$ cat src/glyph_alpha_premultiply_blend_assert.svh
// Assertion macros for the glyph alpha premultiply blend block
`ifndef GLYPH_ALPHA_PREMULTIPLY_BLEND_ASSERT_SVH
`define GLYPH_ALPHA_PREMULTIPLY_BLEND_ASSERT_SVH

// same-cycle implication
`define GAPB_ASSERT_IMPL(lbl, clk, rst_n, ante, cons) \
    lbl: assert property (@(posedge clk) disable iff (!rst_n) (ante) |-> (cons)) \
        else $error("gapb assertion failed");

// next-cycle implication
`define GAPB_ASSERT_NEXT(lbl, clk, rst_n, ante, cons) \
    lbl: assert property (@(posedge clk) disable iff (!rst_n) (ante) |=> (cons)) \
        else $error("gapb assertion failed");

`endif

$ cat src/gapb_pkg.sv
// Types, register codes, alpha curve and rounding helper for the glyph blend block
`timescale 1ns / 1ps

package gapb_pkg;

    localparam int CFG_INDEX_W = 2;
    localparam int CFG_DATA_W  = 24;

    localparam logic [CFG_INDEX_W-1:0] CFG_PEN_RGB          = 2'd0;
    localparam logic [CFG_INDEX_W-1:0] CFG_PEN_ALPHA        = 2'd1;
    localparam logic [CFG_INDEX_W-1:0] CFG_FILTER_ENABLE    = 2'd2;
    localparam logic [CFG_INDEX_W-1:0] CFG_FILTER_INTENSITY = 2'd3;

    localparam logic [1:0] MODE_ARGB    = 2'd0;
    localparam logic [1:0] MODE_FLIPPED = 2'd1;
    localparam logic [1:0] MODE_GRAY    = 2'd2;
    localparam logic [1:0] MODE_UNSUP   = 2'd3;

    localparam logic [7:0] PEN_ALPHA_RESET = 8'hff;
    localparam logic [16:0] ROUND_HALF     = 17'd128;

    typedef struct packed {
        logic [1:0]  mode;
        logic [31:0] glyph_sample;
        logic [31:0] surface_pixel;
    } sample_t;

    typedef struct packed {
        logic [31:0] pixel_out;
        logic        pixel_written;
    } result_t;

    typedef struct packed {
        logic [23:0] pen_rgb;
        logic [7:0]  pen_alpha;
        logic        filter_enable;
        logic [7:0]  filter_intensity;
    } cfg_t;

    localparam logic [7:0] ALPHA_CURVE [256] = '{
        8'h00, 8'h00, 8'h00, 8'h00, 8'h00, 8'h00, 8'h01, 8'h01,
        8'h01, 8'h01, 8'h01, 8'h02, 8'h02, 8'h02, 8'h02, 8'h02,
        8'h03, 8'h03, 8'h03, 8'h03, 8'h03, 8'h03, 8'h04, 8'h04,
        8'h04, 8'h04, 8'h04, 8'h05, 8'h05, 8'h05, 8'h05, 8'h05,
        8'h06, 8'h06, 8'h06, 8'h07, 8'h07, 8'h07, 8'h08, 8'h08,
        8'h09, 8'h09, 8'h09, 8'h0a, 8'h0a, 8'h0a, 8'h0b, 8'h0b,
        8'h0c, 8'h0c, 8'h0d, 8'h0e, 8'h0f, 8'h0f, 8'h10, 8'h11,
        8'h12, 8'h12, 8'h13, 8'h14, 8'h15, 8'h15, 8'h16, 8'h17,
        8'h18, 8'h18, 8'h19, 8'h1a, 8'h1b, 8'h1c, 8'h1d, 8'h1e,
        8'h1f, 8'h1f, 8'h20, 8'h21, 8'h22, 8'h23, 8'h24, 8'h25,
        8'h26, 8'h27, 8'h28, 8'h29, 8'h2a, 8'h2b, 8'h2c, 8'h2d,
        8'h2f, 8'h30, 8'h31, 8'h32, 8'h33, 8'h34, 8'h35, 8'h36,
        8'h38, 8'h39, 8'h3a, 8'h3b, 8'h3d, 8'h3e, 8'h3f, 8'h40,
        8'h42, 8'h43, 8'h44, 8'h45, 8'h47, 8'h48, 8'h49, 8'h4a,
        8'h4c, 8'h4d, 8'h4e, 8'h4f, 8'h50, 8'h51, 8'h52, 8'h53,
        8'h55, 8'h56, 8'h57, 8'h58, 8'h59, 8'h5a, 8'h5b, 8'h5c,
        8'h5e, 8'h5f, 8'h60, 8'h61, 8'h62, 8'h63, 8'h64, 8'h65,
        8'h67, 8'h68, 8'h69, 8'h6a, 8'h6b, 8'h6c, 8'h6d, 8'h6e,
        8'h70, 8'h71, 8'h73, 8'h74, 8'h76, 8'h77, 8'h79, 8'h7a,
        8'h7c, 8'h7d, 8'h7f, 8'h80, 8'h82, 8'h83, 8'h85, 8'h86,
        8'h88, 8'h89, 8'h8a, 8'h8b, 8'h8c, 8'h8d, 8'h8e, 8'h8f,
        8'h91, 8'h92, 8'h93, 8'h94, 8'h95, 8'h96, 8'h97, 8'h98,
        8'h9a, 8'h9b, 8'h9c, 8'h9e, 8'h9f, 8'ha0, 8'ha2, 8'ha3,
        8'ha5, 8'ha6, 8'ha7, 8'ha9, 8'haa, 8'hab, 8'had, 8'hae,
        8'hb0, 8'hb1, 8'hb2, 8'hb3, 8'hb4, 8'hb5, 8'hb6, 8'hb7,
        8'hb9, 8'hba, 8'hbb, 8'hbc, 8'hbd, 8'hbe, 8'hbf, 8'hc0,
        8'hc2, 8'hc3, 8'hc4, 8'hc6, 8'hc7, 8'hc8, 8'hca, 8'hcb,
        8'hcd, 8'hce, 8'hcf, 8'hd1, 8'hd2, 8'hd3, 8'hd5, 8'hd6,
        8'hd8, 8'hd9, 8'hda, 8'hdb, 8'hdc, 8'hdd, 8'hdf, 8'he0,
        8'he1, 8'he2, 8'he3, 8'he5, 8'he6, 8'he7, 8'he8, 8'he9,
        8'heb, 8'hec, 8'hed, 8'hee, 8'hf0, 8'hf1, 8'hf2, 8'hf3,
        8'hf5, 8'hf6, 8'hf7, 8'hf9, 8'hfb, 8'hfc, 8'hff, 8'hff
    };

    // rounded divide by 255 of an 8x8 product
    function automatic logic [7:0] div255_round(input logic [15:0] prod);
        logic [16:0] v;
        logic [16:0] s;
        v = {1'b0, prod} + ROUND_HALF;
        s = v + {8'd0, v[16:8]};
        return s[15:8];
    endfunction

endpackage

$ cat src/gapb_cfg.sv
// Configuration register file for the glyph blend block
`timescale 1ns / 1ps

module gapb_cfg (
    input  logic                               clk,
    input  logic                               rst_n,
    input  logic                               cfg_valid,
    output logic                               cfg_ready,
    input  logic [gapb_pkg::CFG_INDEX_W-1:0]   cfg_index,
    input  logic [gapb_pkg::CFG_DATA_W-1:0]    cfg_data,
    output gapb_pkg::cfg_t                     cfg
);
    import gapb_pkg::*;

    cfg_t cfg_reg;
    cfg_t cfg_next;

    assign cfg_ready = 1'b1;
    assign cfg      = cfg_reg;

    always_comb
    begin
        cfg_next = cfg_reg;
        if (cfg_valid)
        begin
            case (cfg_index)
                CFG_PEN_RGB:          cfg_next.pen_rgb          = cfg_data[23:0];
                CFG_PEN_ALPHA:        cfg_next.pen_alpha        = cfg_data[7:0];
                CFG_FILTER_ENABLE:    cfg_next.filter_enable    = cfg_data[0];
                CFG_FILTER_INTENSITY: cfg_next.filter_intensity = cfg_data[7:0];
                default:              cfg_next = cfg_reg;
            endcase
        end
    end

    always_ff @(posedge clk or negedge rst_n)
    begin
        if (!rst_n)
        begin
            cfg_reg.pen_rgb          <= '0;
            cfg_reg.pen_alpha        <= PEN_ALPHA_RESET;
            cfg_reg.filter_enable    <= 1'b0;
            cfg_reg.filter_intensity <= '0;
        end
        else
        begin
            cfg_reg <= cfg_next;
        end
    end

endmodule

$ cat src/glyph_alpha_premultiply_blend.sv
// Top level: six-stage glyph coverage blend with pen color and premultiplied output
//
//   channel   signals                              direction  width
//   sample    sample_valid, sample_stall, sample   in         66
//   result    result_valid, result_stall, result   out        33
//   cfg       cfg_valid, cfg_ready, cfg_index/data in         2 + 24
//
// One request enters per cycle while sample_stall is low; each request passes
// through the stage chain: input, coverage multiply, divide and OR, curve lookup,
// channel multiplies, divide and pack into the output register.
// Reset clears all stage valid bits and loads register defaults (pen alpha 255).
// A stall on the result side holds only full stages; empty stages keep filling.
`timescale 1ns / 1ps
`include "glyph_alpha_premultiply_blend_assert.svh"

module glyph_alpha_premultiply_blend (
    input  logic                              clk,
    input  logic                              rst_n,
    input  logic                              sample_valid,
    output logic                              sample_stall,
    input  gapb_pkg::sample_t                 sample,
    output logic                              result_valid,
    input  logic                              result_stall,
    output gapb_pkg::result_t                 result,
    input  logic                              cfg_valid,
    output logic                              cfg_ready,
    input  logic [gapb_pkg::CFG_INDEX_W-1:0]  cfg_index,
    input  logic [gapb_pkg::CFG_DATA_W-1:0]   cfg_data
);
    import gapb_pkg::*;

    cfg_t cfg;

    logic v1_reg, v2_reg, v3_reg, v4_reg, v5_reg, out_valid_reg;
    logic en1, en2, en3, en4, en5, en6;

    sample_t     s1_req_reg;
    logic [15:0] s2_prod_reg;
    logic [31:0] s2_surface_reg;
    logic        s2_unsup_reg;
    logic [7:0]  s3_alpha_reg;
    logic [31:0] s3_surface_reg;
    logic        s3_unsup_reg;
    logic [7:0]  s4_alpha_reg;
    logic [31:0] s4_surface_reg;
    logic        s4_pass_reg;
    logic [15:0] s5_r_prod_reg, s5_g_prod_reg, s5_b_prod_reg;
    logic [7:0]  s5_alpha_reg;
    logic [31:0] s5_surface_reg;
    logic        s5_pass_reg;
    result_t     result_reg;

    logic [7:0]  cov;
    logic [15:0] s2_prod_next;
    logic [7:0]  s3_alpha_next;
    logic [7:0]  pen_r, pen_g, pen_b;
    logic        dark;
    logic [7:0]  s4_alpha_next;
    logic        s4_pass_next;
    result_t     result_next;

    gapb_cfg u_cfg (
        .clk       (clk),
        .rst_n     (rst_n),
        .cfg_valid (cfg_valid),
        .cfg_ready (cfg_ready),
        .cfg_index (cfg_index),
        .cfg_data  (cfg_data),
        .cfg       (cfg)
    );

    assign en6 = !out_valid_reg || !result_stall;
    assign en5 = !v5_reg || en6;
    assign en4 = !v4_reg || en5;
    assign en3 = !v3_reg || en4;
    assign en2 = !v2_reg || en3;
    assign en1 = !v1_reg || en2;

    assign sample_stall = !en1;
    assign result_valid = out_valid_reg;
    assign result       = result_reg;

    assign pen_r = cfg.pen_rgb[23:16];
    assign pen_g = cfg.pen_rgb[15:8];
    assign pen_b = cfg.pen_rgb[7:0];
    assign dark  = (pen_r <= cfg.filter_intensity) || (pen_g <= cfg.filter_intensity)
                || (pen_b <= cfg.filter_intensity);

    always_comb
    begin
        cov = (s1_req_reg.mode == MODE_ARGB) ? s1_req_reg.glyph_sample[31:24]
                                             : s1_req_reg.glyph_sample[7:0];
        s2_prod_next  = {8'd0, cfg.pen_alpha} * {8'd0, cov};
        s3_alpha_next = div255_round(s2_prod_reg) | s2_surface_reg[31:24];
        s4_alpha_next = (cfg.filter_enable && dark) ? ALPHA_CURVE[s3_alpha_reg]
                                                    : s3_alpha_reg;
        s4_pass_next  = s3_unsup_reg || (s3_alpha_reg == 8'd0);
        if (s5_pass_reg)
        begin
            result_next.pixel_out     = s5_surface_reg;
            result_next.pixel_written = 1'b0;
        end
        else
        begin
            result_next.pixel_out     = {s5_alpha_reg, div255_round(s5_r_prod_reg),
                                         div255_round(s5_g_prod_reg),
                                         div255_round(s5_b_prod_reg)};
            result_next.pixel_written = 1'b1;
        end
    end

    always_ff @(posedge clk or negedge rst_n)
    begin
        if (!rst_n)
        begin
            v1_reg        <= 1'b0;
            v2_reg        <= 1'b0;
            v3_reg        <= 1'b0;
            v4_reg        <= 1'b0;
            v5_reg        <= 1'b0;
            out_valid_reg <= 1'b0;
        end
        else
        begin
            if (en1) v1_reg <= sample_valid;
            if (en2) v2_reg <= v1_reg;
            if (en3) v3_reg <= v2_reg;
            if (en4) v4_reg <= v3_reg;
            if (en5) v5_reg <= v4_reg;
            if (en6) out_valid_reg <= v5_reg;
        end
    end

    always_ff @(posedge clk)
    begin
        if (en1)
        begin
            s1_req_reg <= sample;
        end
        if (en2)
        begin
            s2_prod_reg    <= s2_prod_next;
            s2_surface_reg <= s1_req_reg.surface_pixel;
            s2_unsup_reg   <= (s1_req_reg.mode == MODE_UNSUP);
        end
        if (en3)
        begin
            s3_alpha_reg   <= s3_alpha_next;
            s3_surface_reg <= s2_surface_reg;
            s3_unsup_reg   <= s2_unsup_reg;
        end
        if (en4)
        begin
            s4_alpha_reg   <= s4_alpha_next;
            s4_surface_reg <= s3_surface_reg;
            s4_pass_reg    <= s4_pass_next;
        end
        if (en5)
        begin
            s5_r_prod_reg  <= {8'd0, pen_r} * {8'd0, s4_alpha_reg};
            s5_g_prod_reg  <= {8'd0, pen_g} * {8'd0, s4_alpha_reg};
            s5_b_prod_reg  <= {8'd0, pen_b} * {8'd0, s4_alpha_reg};
            s5_alpha_reg   <= s4_alpha_reg;
            s5_surface_reg <= s4_surface_reg;
            s5_pass_reg    <= s4_pass_reg;
        end
        if (en6)
        begin
            result_reg <= result_next;
        end
    end

    `GAPB_ASSERT_IMPL(a_empty_out_no_stall, clk, rst_n, !out_valid_reg, !sample_stall)
    `GAPB_ASSERT_NEXT(a_stage1_hold, clk, rst_n, v1_reg && !en2,
                      v1_reg && $stable(s1_req_reg))
    `GAPB_ASSERT_IMPL(a_written_alpha_nonzero, clk, rst_n,
                      out_valid_reg && result_reg.pixel_written && !cfg.filter_enable,
                      result_reg.pixel_out[31:24] != 8'd0)

endmodule
$ cat config.mk
export PLATFORM = sky130hd
export DESIGN_NAME = glyph_alpha_premultiply_blend
export DESIGN_NICKNAME = d
export VERILOG_FILES = /design/src/gapb_pkg.sv /design/src/gapb_cfg.sv /design/src/glyph_alpha_premultiply_blend.sv
export VERILOG_INCLUDE_DIRS = /design/src /design/src/src
export SDC_FILE = /design/constraint.sdc
export NUM_CORES = 1
export LEC_CHECK = 0
export BUFFER_PORTS_ARGS = -buffer_cell sky130_fd_sc_hd__buf_2
export CAP_MARGIN = 25
export CORE_MARGIN = 1.5
export CORE_UTILIZATION = 50
export CTS_CLUSTER_SIZE = 8
export DETAILED_ROUTE_END_ITERATION = 10
export PLACE_DENSITY_LB_ADDON = 0.08
export SLEW_MARGIN = 20
export SYNTH_ARGS = -nofsm -noshare
export SYNTH_HDL_FRONTEND = slang
export SYNTH_HIERARCHICAL = 1
export SYNTH_SLANG_ARGS = --single-unit
$ cat constraint.sdc
create_clock -name clk -period 10.5 [get_ports clk]
set_input_delay 1.575 -clock clk [delete_from_list [all_inputs] [get_ports clk]]
set_output_delay 1.575 -clock clk [all_outputs]
set_load 0.1 [all_outputs]
After elaboration in Yosys (flattened, before gate mapping)
Memory sizes are Yosys's and may differ from the RTL's. Index checks and enable logic that the tools add are counted.

Flip-flop bits (word level): 366. ROM bits: 2048. Memories kept: 1. Input bits: 97.

Memories: (no name shown) (words 256, bits a word 8, read ports 1, clocked after Yosys merged registers in 0, write ports 0, line glyph_alpha_premultiply_blend.sv:95) `s4_alpha_next = (cfg.filter_enable && dark) ? ALPHA_CURVE[s3_alpha_reg]`.

Equality and inequality tests: 4. Multiply operators: 4. Bitwise operators: 2. Add/sub/neg operators: 8. Muxes and demuxes: 5. $lt $le $gt $ge: 4. Reductions and logical operators: 25.

Operator list (number): $add 16x8->17 const B (4); $add 16x9->16 (4); $mul 8x8->16 (4); $mux 33 (1); $mux 8 (4); $le 8x8->1 (3); $ge 9x9->1 const B (1); $logic_or 1x1->1 (9); $not 8->9 (1); $logic_not 1->1 (8); $logic_not 8->1 (1); $or 8x8->8 (1); $reduce_and 2->1 (4); $eq 2x2->1 const B (3); $logic_not 2->1 (2); $eq 2x1->1 const B (1); $logic_and 1x1->1 (1).

Depth between registers and ports, before layout
Depth after elaboration: 8. Gate-level depth with buffers: 19. Depth with buffers taken out: 19.

By module
The synthesis kept the hierarchy.

Modules (own cells, without submodules): glyph_alpha_premultiply_blend (cells an instance 1961, times used 1, area an instance 21972.3 um^2, sequential area each 9248.9 um^2); gapb_cfg (cells an instance 90, times used 1, area an instance 1570.3 um^2, sequential area each 1036.0 um^2).

Worst setup path after synthesis
No wires, ideal clock.

Path type: input to output. Start: in result_stall. End: out sample_stall. Arrival time: 4.366 ns. Buffers on the path: 0. Slack: 4.559 ns. Cell stages on the path: 4. Cells stage by stage: and3_1 -> and3_1 -> nand3_1 -> inv_1.

Word-level cells in the longest chain between the ends: 8.

Ends and longest elaborated chain: from (decl) (line glyph_alpha_premultiply_blend.sv:23) `input logic result_stall,`; $logic_not 1->1 (line glyph_alpha_premultiply_blend.sv:72) `assign en6 = !out_valid_reg || !result_stall;`; $logic_or 1x1->1 (line glyph_alpha_premultiply_blend.sv:72); $logic_or 1x1->1 (line glyph_alpha_premultiply_blend.sv:73) `assign en5 = !v5_reg || en6;`; $logic_or 1x1->1 (line glyph_alpha_premultiply_blend.sv:74) `assign en4 = !v4_reg || en5;`; $logic_or 1x1->1 (line glyph_alpha_premultiply_blend.sv:75) `assign en3 = !v3_reg || en4;`; $logic_or 1x1->1 (line glyph_alpha_premultiply_blend.sv:76) `assign en2 = !v2_reg || en3;`; $logic_or 1x1->1 (line glyph_alpha_premultiply_blend.sv:77) `assign en1 = !v1_reg || en2;`; $logic_not 1->1 (line glyph_alpha_premultiply_blend.sv:79) `assign sample_stall = !en1;`; to (decl) (line glyph_alpha_premultiply_blend.sv:20) `output logic sample_stall,`.

Every way passes these cells.

Worst setup path after layout
Start: reg s1_req_reg[65] in the netlist's numbering. End: reg s2_prod_reg[15], data pin.

Word-level cells in the longest chain between the ends: 3.

Ends and longest elaborated chain: from (decl) (line glyph_alpha_premultiply_blend.sv:37) `sample_t s1_req_reg;`; from (signal assigned) (line glyph_alpha_premultiply_blend.sv:138) `s1_req_reg <= sample;`; $logic_not 2->1 (line glyph_alpha_premultiply_blend.sv:91) `cov = (s1_req_reg.mode == MODE_ARGB) ? s1_req_reg.glyph_sample[31:24]`; $mux 8 (line glyph_alpha_premultiply_blend.sv:91); $mul 8x8->16 (line glyph_alpha_premultiply_blend.sv:93) `s2_prod_next = {8'd0, cfg.pen_alpha} * {8'd0, cov};`; via s2_prod_next[15] (line glyph_alpha_premultiply_blend.sv:54) `logic [15:0] s2_prod_next;`; to (signal assigned) (line glyph_alpha_premultiply_blend.sv:142) `s2_prod_reg <= s2_prod_next;`; to (decl) (line glyph_alpha_premultiply_blend.sv:38) `logic [15:0] s2_prod_reg;`.

The timed path passes the listed nets, and every way through them passes these cells. A chain may end at the register's enable or synchronous reset.

==> results.tsv <==
stage	metric	value	unit
synth	synth_xor_area_share	3.42	%
sta	drv_slew	0	
routing	drtIter0Drc	709	
floorplan	dieWidth	220	µm
synth	synth_compound_area_share	8.04	%
synth	synth.distinct_cells	77	
synth	synth-simple-area-share	13.4	%
synth	postSynthCellCount	2051	
grt	antenna_found_initial	0	
routing	via_count	15100	
routing	detail_route.wl_per_cell	17.1	µm
synth	yosysTopAreaCellShare	38.6	%
clock_network	clock_latency	0.58	ns
sta	fin_skew	0.0137	ns
job	drv_cap	0	
grt	grt_start_max_net_pins	62	
floorplan	initial_core_util	50.7	%
min_path	holdCritPathClass	flop to flop	
run_status	outcome	complete, no violations	
sta	fmax	173	MHz
synth	async_flop_share	13.4	%
routing	first_pass_iters	7	
clock_network	clockBufferDepth	3	
grt	gr-total-overflow	0	
critical_path	crit_chain	nor2_1 -> buf_4 -> mux2i_1 -> nand2b_1 -> fa_1 -> fa_1 -> inv_1 -> fa_1 -> inv_1 -> fa_1 -> inv_1 -> ha_1 -> o21a_1 -> o31a_1 -> o211ai_1 -> a21oi_1 -> a2111oi_1 -> a21oi_1 -> xnor2_1	
sta	post-route-period-util	55.2	%
sta	final_hold_viol_count	0	
clock_network	cts_setup_buffers	0	
synth	syn-num-nets	2504	
routing	viasPerCell	5.39	
final_layout	antenna-diode-count	0	
grt	grt_pass1_wl	79600	µm
clock_network	h-tree-depth	2	
final_layout	final_layout_size_suffix_gt1_share	12.5	%
synth	synth_top_family_by_area	adder cells	
synth	synth_top_cell_by_area	edfxtp_1	
critical_path	critPathSlowestCell	mux2i_1	
critical_path	cpMostUsedCell	fa_1	
grt	grt_pass1_vias	16000	
floorplan	rows	79	
synth	synth_area	0.0235	mm²
synth	synthFlopType	edfxtp_1	
clock_network	cts_root_buf	clkbuf_16	
critical_path	slowest_delay	0.75	ns
clock_network	cts_sinks	350	
critical_path	critical_path.max_fanout	8	
floorplan	die_h	220	µm
sta	worst_pin_slew	0.961	ns
clock_network	path_clk_slew	0.05	ns
synth	ys_warn_count	6	
synth	synthAdderAreaFrac	23.6	%
clock_network	cts_resized	0	
final_layout	layout.nets	2636	
final_layout	n_fill_cell	3972	
sta	rsz0062_at_grt	no	
clock_network	cts_hold_buf	0	
floorplan	core_area	0.0465	mm²
grt	globalRouteTotalUtil	20.9	%
floorplan	die-area	0.0484	mm²
clock_network	cts_buffers	50	
synth	synth_seq_area_share	43.7	%
critical_path	critical_path_class	flop to flop	
synth	synth.area.top_cells	edfxtp_1 39%, fa_1 12%, ha_1 11%	
routing	postRouteAntennaNets	0	
routing	wl	48100	µm
routing	route.detailed.drc	0	
placement	dp_hpwl	35400	µm
synth	synth-seq-cells	350	
synth	synth_edf_count	303	
synth	avgSynthCellArea	11.5	µm²
critical_path	endpoint_kind	flop	
final_layout	largest_reg_flops	50	
critical_path	crit_required	10.82	ns
sta	setup_viol	0	
final_layout	syn_to_final_growth	11.4	%
critical_path	cp.arrival	6.11	ns
placement	place_congestion	0.870	
sta	min_period	5.79	ns
synth	synthMuxAreaShare	2.97	%
sta	timing.slew.headroom	34.1	%
placement	portBuffers	115	
floorplan	ios	133	
clock_network	tritoncts	built	
sta	tns	0	ns
critical_path	startpoint_type	flop	
## cell families after synthesis
logic type,count (synthesis)
buffers and inverters,302
and+or+nand+nor,599
muxes,63
other,1
adders and majority gates,357
DFF,350
AOI/OAI and AO/OA,287
xor gates and xnor gates,92
## Yosys cell counts, drive strengths merged (4+ instances only)
master / instances
edfxtp: 303
inv: 248
ha: 212
and2: 172
fa: 144
nand2: 142
nor2: 88
xnor2: 76
a21oi: 73
o21ai: 67
mux2: 54
nor2b: 54
clkbuf: 44
nand3: 42
dfrtp: 39
nand2b: 35
a21o: 19
o211ai: 18
xor2: 16
nor3: 15
a31oi: 14
o21a: 14
and3: 11
buf: 10
a211oi: 9
mux2i: 9
nand4: 9
o31ai: 9
dfstp: 8
o31a: 8
a2111oi: 7
nor4: 7
a221oi: 6
a311oi: 6
a31o: 5
nor3b: 5
or3: 5
or2: 4
## metrics by stage
stage / cells / util [%] / instance area, µm² / setup slack [ns] / hold slack, ns
3_5_place_dp: 2737 / 53.4 / 24800 / 4.75 / 0.405
5_1_grt: 2809 / 56.5 / 26200 / 4.27 / 0.420
3_3_place_gp: 2736 / 53.4 / 24800 / 4.79 / 0.403
2_1_floorplan: 2051 / - / 23500 / 4.56 / 0.400
6_report: 2809 / 56.5 / 26200 / 4.71 / 0.411
4_1_cts: 2808 / 56.4 / 26200 / 4.74 / 0.411
## worst max-delay path, delay by kind of cell (launching register included)
kind | cells | cell delay, ns
xor+xnor | 1 | 0.15
buf+inv | 4 | 0.34
fa+ha+maj | 5 | 2.25
simple gates | 2 | 0.33
mux | 1 | 0.75
flops | 1 | 0.37
compound gates | 6 | 1.34
## final cells by class
cell class | instances | area (µm²) | share of cell area (%)
clock buffers | 66 | 1320 | 5.04
clock inverters | 5 | 85.1 | 0.324
inverters | 248 | 932 | 3.55
multi-input cells | 1399 | 12100 | 46.2
flip-flops and latches | 350 | 10300 | 39.2
well taps | 607 | 759 | 2.90
repair buffers | 134 | 728 | 2.78
## routing by layer
| metal | wire length, µm | GRT usage, % | vias up |
|---|---|---|---|
| li1 | - | - | 7327 |
| met1 | 20300 | 24.8 | 7462 |
| met2 | 24800 | 38.5 | 269 |
| met3 | 1770 | 2.90 | 70 |
| met4 | 1290 | 6.94 | 0 |
| met5 | 0 | 0 | - |
## placed cells by master, fill, tap and decap left out, types with 35 or more instances in the layout
cell / count
nand2b_1: 35
nand2_1: 139
inv_1: 247
buf_2: 114
a21oi_1: 73
o21ai_0: 66
edfxtp_1: 303
fa_1: 144
clkbuf_16: 50
mux2_2: 53
nor2_1: 88
nand3_1: 41
nor2b_1: 54
xnor2_1: 76
and2_1: 172
dfrtp_1: 39
ha_1: 212
## final timing paths
check / from / end / slack [ns] / cells past startpoint
max in group asynchronous: rst_n / u_cfg/cfg[32] / 9.07 / 1
hold reg to reg: s1_req_reg[15] / s2_surface_reg[15] / 0.41 / 0
min in group asynchronous: rst_n / u_cfg/cfg[24] / 1.03 / 1
setup reg to reg: s1_req_reg[65] / s2_prod_reg[15] / 4.71 / 19
hold / removal: s1_req_reg[15] / s2_surface_reg[15] / 0.41 / 0
setup / recovery: s1_req_reg[65] / s2_prod_reg[15] / 4.71 / 19
Power is not shown: default switching activity piles up to over one toggle a cycle in this logic, so the estimate is an artifact.
